<file path="src/tksel_pkg.sv">
`timescale 1ns / 1ps
// Shared types and constants for the top-k index selector.
// No dependencies.
package tksel_pkg;

    localparam int SCORE_W        = 32;
    localparam int IDX_W          = 6;
    localparam int KEEP_W         = 7;
    localparam int WIN_W          = 7;
    localparam int SUM_W          = WIN_W + 1;
    localparam int MAX_SCORES_DEF = 64;
    localparam int CFG_IDX_W      = 1;

    // configuration register indexes
    localparam logic [CFG_IDX_W-1:0] REG_START_WINDOW = 1'd0;
    localparam logic [CFG_IDX_W-1:0] REG_END_WINDOW   = 1'd1;

    typedef struct packed {
        logic signed [SCORE_W-1:0] score;
        logic [IDX_W-1:0]          index;
    } tksel_entry_t;

endpackage

</file>
<file path="src/tksel_cell.sv">
`timescale 1ns / 1ps
// One cell of the sorted insertion chain: holds one score and its index.
// Depends on tksel_pkg.
module tksel_cell (
    input  logic                 clk,
    input  logic                 load,
    input  logic                 shift,
    input  logic                 occ,
    input  tksel_pkg::tksel_entry_t in_entry,
    input  logic                 prev_gt,
    input  tksel_pkg::tksel_entry_t prev_entry,
    input  tksel_pkg::tksel_entry_t next_entry,
    output tksel_pkg::tksel_entry_t entry,
    output logic                 gt
);
    import tksel_pkg::*;

    tksel_entry_t entry_reg;
    tksel_entry_t entry_next;

    // strict compare: equal scores stay behind the older, lower index
    assign gt    = occ ? (in_entry.score > entry_reg.score) : 1'b1;
    assign entry = entry_reg;

    always_comb
    begin
        entry_next = entry_reg;
        if (load)
        begin
            if (gt && !prev_gt)
            begin
                entry_next = in_entry;
            end
            else if (prev_gt)
            begin
                entry_next = prev_entry;
            end
        end
        else if (shift)
        begin
            entry_next = next_entry;
        end
    end

    always_ff @(posedge clk)
    begin
        entry_reg <= entry_next;
    end

endmodule
</file>
<file path="config.mk">
export PLATFORM = sky130hd
export DESIGN_NAME = tksel_cell
export DESIGN_NICKNAME = d
export VERILOG_FILES = /design/src/tksel_pkg.sv /design/src/tksel_cell.sv
export SDC_FILE = /design/constraint.sdc
export NUM_CORES = 1
export LEC_CHECK = 0
export ABC_AREA = 1
export BUFFER_PORTS_ARGS = -buffer_cell sky130_fd_sc_hd__buf_2
export CORE_MARGIN = 3
export CORE_UTILIZATION = 28
export CTS_BUF_LIST = sky130_fd_sc_hd__clkbuf_8
export DETAILED_ROUTE_END_ITERATION = 10
export PLACE_DENSITY = 0.56
export SYNTH_ARGS = -nofsm -noshare
export SYNTH_HDL_FRONTEND = slang
export SYNTH_SLANG_ARGS = --single-unit
</file>
<file path="constraint.sdc">
create_clock -name clk -period 2.8 [get_ports clk]
set_input_delay 0.14 -clock clk [delete_from_list [all_inputs] [get_ports clk]]
set_output_delay 0.14 -clock clk [all_outputs]
set_load 0.01 [all_outputs]
</file>
==> results of run 1 <==
-- cell type report --
cell class	instances	area [um^2]
flip-flops and latches	38	1141
fillers	1223	6782
inverters	119	450.4
multi-input cells	299	1548
repair buffers	169	900.9
clock inverters	3	12.51
well taps	140	175.2
clock buffers	5	68.82
-- routing by layer --
metal / GRT usage / vias up
met3: 0.03024 / 4
li1: - / 1780
met2: 0.2803 / 115
met5: 0 / -
met1: 0.1788 / 1495
met4: 0.03365 / 0
-- synth_stat cells, drive strengths merged --
master	n	area [um^2]
ha	32	400.4
nand3	79	395.4
edfxtp	38	1141
clkbuf	10	37.54
buf	11	70.06
a21oi	14	70.07
a21o	1	7.510
o22ai	1	6.260
nor2	10	40.04
nand4	2	12.51
inv	119	446.7
nand2	156	590.6
o21a	2	15.01
o21ai	2	10.01
-- where the power goes --
group | leakage [nW] | total [mW] | internal, mW | switching, mW
sequential | 0.389 | 0.754 | 0.720 | 0.0339
combinational | 2.20 | 0.677 | 0.283 | 0.395
clock | 0.0468 | 0.364 | 0.168 | 0.196
total | 2.63 | 1.79 | 1.17 | 0.624
-- worst reg2reg max path: cells and delay by family, from the launching register on --
family	cells	cell delay (ns)
simple gates	9	0.84
flops	1	0.36
buf+inv	3	0.48
compound gates	1	0.21
fa+ha+maj	1	0.36
-- cells by family after synthesis --
| logic type | count (synthesis) | share of synthesized area |
|---|---|---|
| flops | 38 | 0.3519 |
| fa+ha+maj | 32 | 0.1235 |
| simple gates | 247 | 0.3202 |
| buf+inv | 140 | 0.1709 |
| compound gates | 20 | 0.03357 |
-- cell usage in the layout (no fill, tap or decap) --
master      Yosys  layout
nand3_1        79      79
buf_4           0      10
clkinv_2        0       1
o22ai_1         1       1
a21o_1          1       1
edfxtp_1       38      38
clkbuf_8        0       5
a21oi_1        14      14
o21ai_0         2       2
clkinv_1        0       1
clkinvlp_4      0       1
inv_1         119     119
ha_1           32      32
nand2_2         2       2
nand2_1       154     154
buf_12          0       2
nor2_2          1       1
o21a_1          2       2
buf_2           5     157
nor2_1          9       9
nand4_1         2       2
-- stage by stage --
step                total power, mW  instances  worst slack (ns)
floorplan                     1.171        477          0.002192
global placement              1.437        761            0.2302
detailed placement            1.450        761            0.2298
CTS                           1.828        769            0.2040
global route                  1.940        773           0.03199
finish                        1.795        773            0.3088
-- worst max path at each step --
stage | start | cells after the start | end | slack (ns)
3_3_place_gp | entry[37]$_DFFE_PP_ | 14 | entry[3]$_DFFE_PP_ | 0.23
6_report | entry[37]$_DFFE_PP_ | 14 | entry[33]$_DFFE_PP_ | 0.31
2_1_floorplan | entry[37]$_DFFE_PP_ | 12 | entry[0]$_DFFE_PP_ | 0.002
5_1_grt | entry[37]$_DFFE_PP_ | 16 | entry[30]$_DFFE_PP_ | 0.03
3_5_place_dp | entry[37]$_DFFE_PP_ | 14 | entry[31]$_DFFE_PP_ | 0.23
4_1_cts | entry[37]$_DFFE_PP_ | 14 | entry[22]$_DFFE_PP_ | 0.20
-- what timing repair did --
| action | CTS | global route |
|---|---|---|
| endpoints found under the hold margin | 0 | 0 |
| setup endpoints to repair | 0 | 32 |
| hold buffers | 0 | 0 |
| buffers inserted | 0 | 4 |
==> results.cfg, run 1 <==
[outcome]
status = finished, final reports clean

[global_route]
antenna_found_initial = 0
track_usage = 0.1511
grt_overflow = 0
grt_pass1_vias = 3267
grt_pass1_wl_um = 15500
grt_max_degree = 33

[timing]
fin_setup_tns_ns = 0
slew_violations = 0
max_freq_ghz = 0.4014
worst_pin_slew_ns = 0.7325
hold_viol = 0
holdWs_ns = 0.1165
period_share = 0.8897
final-setup-viol-count = 0
relSlewSlack = 0.5111
fin_worst_skew_ns = 0.01076
period_needed_ns = 2.491
rsz0062_at_grt = no

[synth]
yosysUniqueCellTypes = 18
avgSynthCellArea_um2 = 6.799
yosysWarnings = 0
synth-seq-cells = 38
syn-num-nets = 628
syn_inst = 477
synthesis.area_mm2 = 0.003243
synth-seq-area-share = 0.3519

[routing]
drt-met1-wl_um = 4112
dr_wl_met2_um = 4950
vias_per_cell = 4.391
drt_iter0_drc = 137
vias = 3394
drtPass1Iterations = 4
drt_drc_violations_left = 0
dr.max_layer_used = met4
wl_met3_um = 650
wl_per_cell_um = 12.66
final_antenna_net_count = 0
routed_wl_um = 9785

[worst_setup_path]
critPathTopFamily = simple AND/OR/NAND/NOR gates
path_common_cell = nand2_1
cp_num_buf_inv = 3
path_max_fanout = 32
reg2reg_slack_ns = 0.31
arrival_ns = 2.53
crit_type = register to register
cpPeakStageDelay_ns = 0.36
crit_chain = inv_1 > ha_1 > nand2_1 > nor2_1 > nand2_1 > nor2_2 > nand2_1 > nand2_1 > nand2_1 > nand3_1 > nand2_2 > o22ai_1 > clkinvlp_4 > buf_12
reg2reg_to = entry[33]$_DFFE_PP_
timing.rr.start = entry[37]$_DFFE_PP_
startpoint_type = register
rr_worst_depth = 14
slowest_stage = edfxtp_1
critPathRequiredTime_ns = 2.84
end_kind = register

[placed_design]
io_buffer_count = 157
placed_area_mm2 = 0.004185
dp.final_hpwl_um = 7775
place_congestion = 0.7672

[final_layout]
syn2layout_area_growth_pct = 32.48
largest_register_ffs = 38
drive_gt1_frac = 0.2828
final_area_mm2 = 0.004297
final_util = 0.3878
diodes = 0
final_nets = 783

[min_path]
min_path_cells = 3
hp-class = input port to register
holdPathEnd = entry[35]$_DFFE_PP_
min-delay-start = next_entry[35]

[floorplan]
row_count = 38
coreArea_mm2 = 0.01108
start_util = 0.2927
die-area_mm2 = 0.01291
fp.dieW_um = 113.6
pin_count = 158
die_y_um = 113.6

[power]
vdd_drop_max_mv = 0.1568
p_leak_nw = 2.634
power_density_mw_per_mm2 = 417.7

[clocking]
cts_tree = built
cts_max_level = 2
insertion_delay_ns = 0.29
cts-root-buf = clkbuf_8
clk_pin_slew_ns = 0.08
clock_sinks = 38
numCtsBuffers = 5
cts.repair.resized = 0
clock_tree.buffer_depth = 2

[job]
max-cap-violations = 0
No activity file was read; power rests on OpenSTA's default activity.
==> run 2: changes to the inputs <==
--- a/config.mk
+++ b/config.mk
@@ -11,7 +11,7 @@
 export CORE_UTILIZATION = 28
 export CTS_BUF_LIST = sky130_fd_sc_hd__clkbuf_8
 export DETAILED_ROUTE_END_ITERATION = 10
-export PLACE_DENSITY = 0.56
+export PLACE_DENSITY = 0.57
 export SYNTH_ARGS = -nofsm -noshare
 export SYNTH_HDL_FRONTEND = slang
 export SYNTH_SLANG_ARGS = --single-unit
==> results.cfg, run 2 (synthesized netlist as in run 1, its figures left out) <==
[floorplan]
die-area_mm2 = 0.01291
fp.dieW_um = 113.6
pin_count = 158
start_util = 0.2927
row_count = 38
coreArea_mm2 = 0.01108
die_y_um = 113.6

[power]
power_density_mw_per_mm2 = 420.0
p_leak_nw = 2.605
pwr-share-clk = 0.204
total_power_mw = 1.787
p_sw_frac = 0.3519
power_frac_seq = 0.422
p_int_mw = 1.158
p_sw_mw = 0.6287
comb_power_share = 0.374
vdd_drop_max_mv = 0.1633

[clocking]
insertion_delay_ns = 0.29
clk_pin_slew_ns = 0.08
cts_max_level = 2
clock_sinks = 38
numCtsBuffers = 5
cts_tree = built
cts-root-buf = clkbuf_8
clock_tree.buffer_depth = 2
cts_setup_buffers = 0
hold_buffers = 0

[job]
max-cap-violations = 0

[timing]
max_freq_ghz = 0.3928
fin_ws_ns = 0.2542
final-setup-viol-count = 0
fin_worst_skew_ns = 0.007069
period_needed_ns = 2.546
rsz0062_at_grt = yes
worst_pin_slew_ns = 0.4211
relSlewSlack = 0.7190
slew_violations = 0
hold_viol = 0
period_share = 0.9092
holdWs_ns = 0.1173

[final_layout]
diodes = 0
fillers = 1224
final_util = 0.3840
drive_gt1_frac = 0.2775
largest_register_ffs = 38
layout_commonest_cell = buf_2
final_cell_mix = 157 x buf_2, 154 x nand2_1, 118 x inv_1
multi_input_area_mm2 = 0.001553
regArea_mm2 = 0.001141
final_nets = 779
syn2layout_area_growth_pct = 31.17
finalNonFillerCells = 767

[placed_design]
dp.final_hpwl_um = 7582
pre_cts_ws_ns = 0.2311
place_congestion = 0.7869
dpl.cell_count = 761
io_buffer_count = 157

[worst_setup_path]
slowest_stage = edfxtp_1
crit_type = register to output pin
critPathRequiredTime_ns = 2.66
crit_chain = inv_1 > ha_1 > a21oi_1 > o21a_1 > nand2_1 > a21oi_1 > nand2_1 > nand2_1 > nand3_1 > nand2_2 > buf_6 > buf_2
arrival_ns = 2.41
path_common_cell = nand2_1
startpoint_type = register
cp_num_buf_inv = 3
cpPeakStageDelay_ns = 0.39
critPathTopFamily = buffers and inverters
end_kind = output pin
path_max_fanout = 31

[routing]
routed_wl_um = 9956
wl_per_cell_um = 12.98
drt_drc_violations_left = 0
vias = 3370
drt_iter0_drc = 139
drtPass1Iterations = 6
vias_per_cell = 4.394
final_antenna_net_count = 0

[outcome]
status = finished, final reports clean

[min_path]
hp-class = input port to register

[global_route]
grt_pass1_wl_um = 15680
grt_pass1_vias = 3278
antenna_found_initial = 1
track_usage = 0.1535
grt_overflow = 0
grt_max_degree = 32
-- run 2: through the flow --
| step | setup TNS [ns] | instance area, um^2 |
|---|---|---|
| after floorplan | 0 | 3247 |
| after global placement | 0 | 4173 |
| after detailed placement | 0 | 4173 |
| after CTS | 0 | 4245 |
| after global routing | -1.116 | 4254 |
| final | 0 | 4254 |
-- run 2: cell type report --
type / count / area share
Multi-Input combinational cell: 299 / 0.3650
Tap cell: 140 / 0.04118
Sequential cell: 38 / 0.2682
Clock inverter: 1 / 0.0008824
Inverter: 119 / 0.1059
Timing Repair Buffer: 165 / 0.2026
Clock buffer: 5 / 0.01618
-- run 2: worst paths after layout --
path                                     startpoint                  end  slack [ns]  cells after the start
worst min register to register  entry[37]$_DFFE_PP_  entry[15]$_DFFE_PP_        1.36                     10
worst min-delay path                 next_entry[12]  entry[12]$_DFFE_PP_        0.12                      3
worst max register to register  entry[37]$_DFFE_PP_   entry[9]$_DFFE_PP_        0.27                     14
worst max-delay path            entry[37]$_DFFE_PP_                   gt        0.25                     12
-- run 2: power by group through the flow --
| stage | logic, mW | registers (mW) | clock network (mW) |
|---|---|---|---|
| floorplan | 0.370 | 0.801 | 0 |
| global placement | 0.664 | 0.767 | 0 |
| detailed placement | 0.675 | 0.769 | 0 |
| CTS | 0.677 | 0.757 | 0.383 |
| global route | 0.775 | 0.764 | 0.410 |
| finish | 0.669 | 0.754 | 0.364 |
-- run 2: tightest hold or removal path, stage by stage --
cell,delay [ns]
buf_2,0.07
nand2_1,0.04
nand2_1,0.05
-- run 2: repair_timing --
item | in CTS | in global routing
setup endpoints to repair | 0 | 57
endpoints found under the hold margin | 0 | 0
gates resized for setup | 0 | 2
-- run 2: routing by layer --
| layer | GRT usage | vias up | share of wire |
|---|---|---|---|
| li1 | - | 1768 | - |
| met1 | 0.1893 | 1484 | 0.43 |
| met2 | 0.2737 | 108 | 0.49 |
| met3 | 0.03236 | 8 | 0.065 |
| met4 | 0.03526 | 2 | 0.012 |
| met5 | 0 | - | 0.0011 |
==> run 3: changes to the inputs <==
--- a/config.mk
+++ b/config.mk
@@ -11,7 +11,8 @@
 export CORE_UTILIZATION = 28
 export CTS_BUF_LIST = sky130_fd_sc_hd__clkbuf_8
 export DETAILED_ROUTE_END_ITERATION = 10
-export PLACE_DENSITY = 0.57
+export GPL_TIMING_DRIVEN = 0
+export PLACE_DENSITY = 0.65
 export SYNTH_ARGS = -nofsm -noshare
 export SYNTH_HDL_FRONTEND = slang
 export SYNTH_SLANG_ARGS = --single-unit
==> results.cfg, run 3 (synthesized netlist as in run 1, its figures left out) <==
[outcome]
status = finished, final reports clean

[placed_design]
io_buffer_count = 156
dp.final_hpwl_um = 7563
place_congestion = 0.8155
placed_area_mm2 = 0.004203
dpl.cell_count = 773

[floorplan]
fp.dieW_um = 113.6
die-area_mm2 = 0.01291
coreArea_mm2 = 0.01108
row_count = 38
die_y_um = 113.6
start_util = 0.2927
pin_count = 158

[routing]
final_antenna_net_count = 0
vias_per_cell = 4.321
wl_per_cell_um = 12.63
vias = 3392
drt_drc_violations_left = 0
routed_wl_um = 9916
drtPass1Iterations = 4
drt_iter0_drc = 117

[worst_setup_path]
reg2reg_to = entry[17]$_DFFE_PP_
end_kind = register
path_common_cell = nand2_1
crit_type = register to register
critPathRequiredTime_ns = 2.85
endpoint = entry[17]$_DFFE_PP_
timing.rr.start = entry[37]$_DFFE_PP_
startpoint_type = register
cp_num_buf_inv = 4
rr_worst_depth = 15
path_max_fanout = 19
arrival_ns = 2.58
crit_start = entry[37]$_DFFE_PP_
slowest_stage = edfxtp_1
crit_chain = inv_1 > ha_1 > nand2_1 > nor2_2 > nand2_1 > nor2_2 > nand2_1 > nand2_1 > nand2_1 > nand3_1 > nand2_2 > buf_4 > o22ai_4 > clkinvlp_4 > buf_12
path_depth = 15
reg2reg_slack_ns = 0.27
cpPeakStageDelay_ns = 0.36
critPathTopFamily = simple AND/OR/NAND/NOR gates

[clocking]
hold_buffers = 0
cts_tree = built
insertion_delay_ns = 0.29
clock_sinks = 38
numCtsBuffers = 5
cts_max_level = 2
cts-root-buf = clkbuf_8
clock_tree.buffer_depth = 2
clk_pin_slew_ns = 0.08

[final_layout]
drive_gt1_frac = 0.2791
final_nets = 795
layout_commonest_cell = buf_2
final_util = 0.3936
diodes = 0
syn2layout_area_growth_pct = 34.45
final_area_mm2 = 0.004360
fillers = 1222
final_cell_mix = 160 x buf_2, 154 x nand2_1, 118 x inv_1
largest_register_ffs = 38
finalNonFillerCells = 785

[global_route]
grt_max_degree = 20
grt_overflow = 0
grt_pass1_wl_um = 15960
antenna_found_initial = 0
track_usage = 0.1558
grt_pass1_vias = 3329

[min_path]
min_path_cells = 3
hp-class = input port to register

[timing]
final-setup-viol-count = 0
relSlewSlack = 0.5724
max_freq_ghz = 0.3951
worst_pin_slew_ns = 0.6413
rsz0062_at_grt = no
fin_worst_skew_ns = 0.005861
hold_viol = 0
slew_violations = 0
period_share = 0.9038
period_needed_ns = 2.531

[power]
power_density_mw_per_mm2 = 419.2
p_leak_nw = 2.636
total_power_mw = 1.828
vdd_drop_max_mv = 0.1642

[job]
max-cap-violations = 0
-- run 3: cell types whose count changed in the layout (fill, tap and decap cells not counted), sizes merged --
| cell | change |
|---|---|
| clkinv | +2 |
| buf | +5 |
| clkbuf | +10 |
| clkinvlp | +1 |
-- run 3: metal layers --
| layer | global-route usage | up-vias | share of wire |
|---|---|---|---|
| li1 | - | 1802 | - |
| met1 | 0.1979 | 1483 | 0.45 |
| met2 | 0.2752 | 103 | 0.48 |
| met3 | 0.03024 | 4 | 0.063 |
| met4 | 0.03125 | 0 | 0.0059 |
| met5 | 0 | - | 0 |
-- run 3: worst min-delay path by stage --
stage	start	endpoint	slack [ns]
CTS	next_entry[30]	entry[30]$_DFFE_PP_	0.1
global placement	next_entry[6]	entry[6]$_DFFE_PP_	0.41
global route	next_entry[30]	entry[30]$_DFFE_PP_	0.11
floorplan	next_entry[0]	entry[0]$_DFFE_PP_	0.33
detailed placement	next_entry[30]	entry[30]$_DFFE_PP_	0.41
finish	next_entry[30]	entry[30]$_DFFE_PP_	0.11
-- run 3: timing repair --
item,in CTS,in global routing
gates cloned,1,0
setup endpoints to repair,38,38
pin swaps,0,1
gates resized for setup,2,5
buffers inserted,2,1
-- run 3: area by class of cell --
| class | instances | area, um^2 | area share |
|---|---|---|---|
| timing repair inverter | 1 | 7.507 | 0.001722 |
| tap | 140 | 175.2 | 0.04017 |
| inverter | 119 | 450.4 | 0.1033 |
| sequential | 38 | 1141 | 0.2617 |
| clock buffer | 5 | 68.82 | 0.01578 |
| timing repair buffer | 159 | 828.3 | 0.1900 |
| clock inverter | 3 | 11.26 | 0.002582 |
| multi-input combinational | 299 | 1568 | 0.3595 |
| buffer | 21 | 110.1 | 0.02525 |
-- run 3: worst register-to-register path, cell delays in order, from the launching register on --
cell and delay (ns):
edfxtp_1 0.36, inv_1 0.05, ha_1 0.33, nand2_1 0.10
nor2_2 0.13, nand2_1 0.10, nor2_2 0.13, nand2_1 0.08
nand2_1 0.06, nand2_1 0.04, nand3_1 0.07, nand2_2 0.09
buf_4 0.20, o22ai_4 0.22, clkinvlp_4 0.16, buf_12 0.18
-- run 3: per-stage QoR --
step                      hold slack [ns]  setup TNS [ns]  setup WS [ns]
after global routing               0.1110               0       0.004039
after floorplan                    0.3259               0       0.002192
final                              0.1094               0         0.2693
after CTS                         0.09835               0         0.1424
after detailed placement           0.4116          -21.54        -0.5689
after global placement             0.4140          -21.56        -0.5700
-- run 3: report_power, final --
| part | internal, mW | switching [mW] |
|---|---|---|
| sequential | 0.719 | 0.0305 |
| clock | 0.167 | 0.214 |
| combinational | 0.292 | 0.405 |
| total | 1.18 | 0.650 |
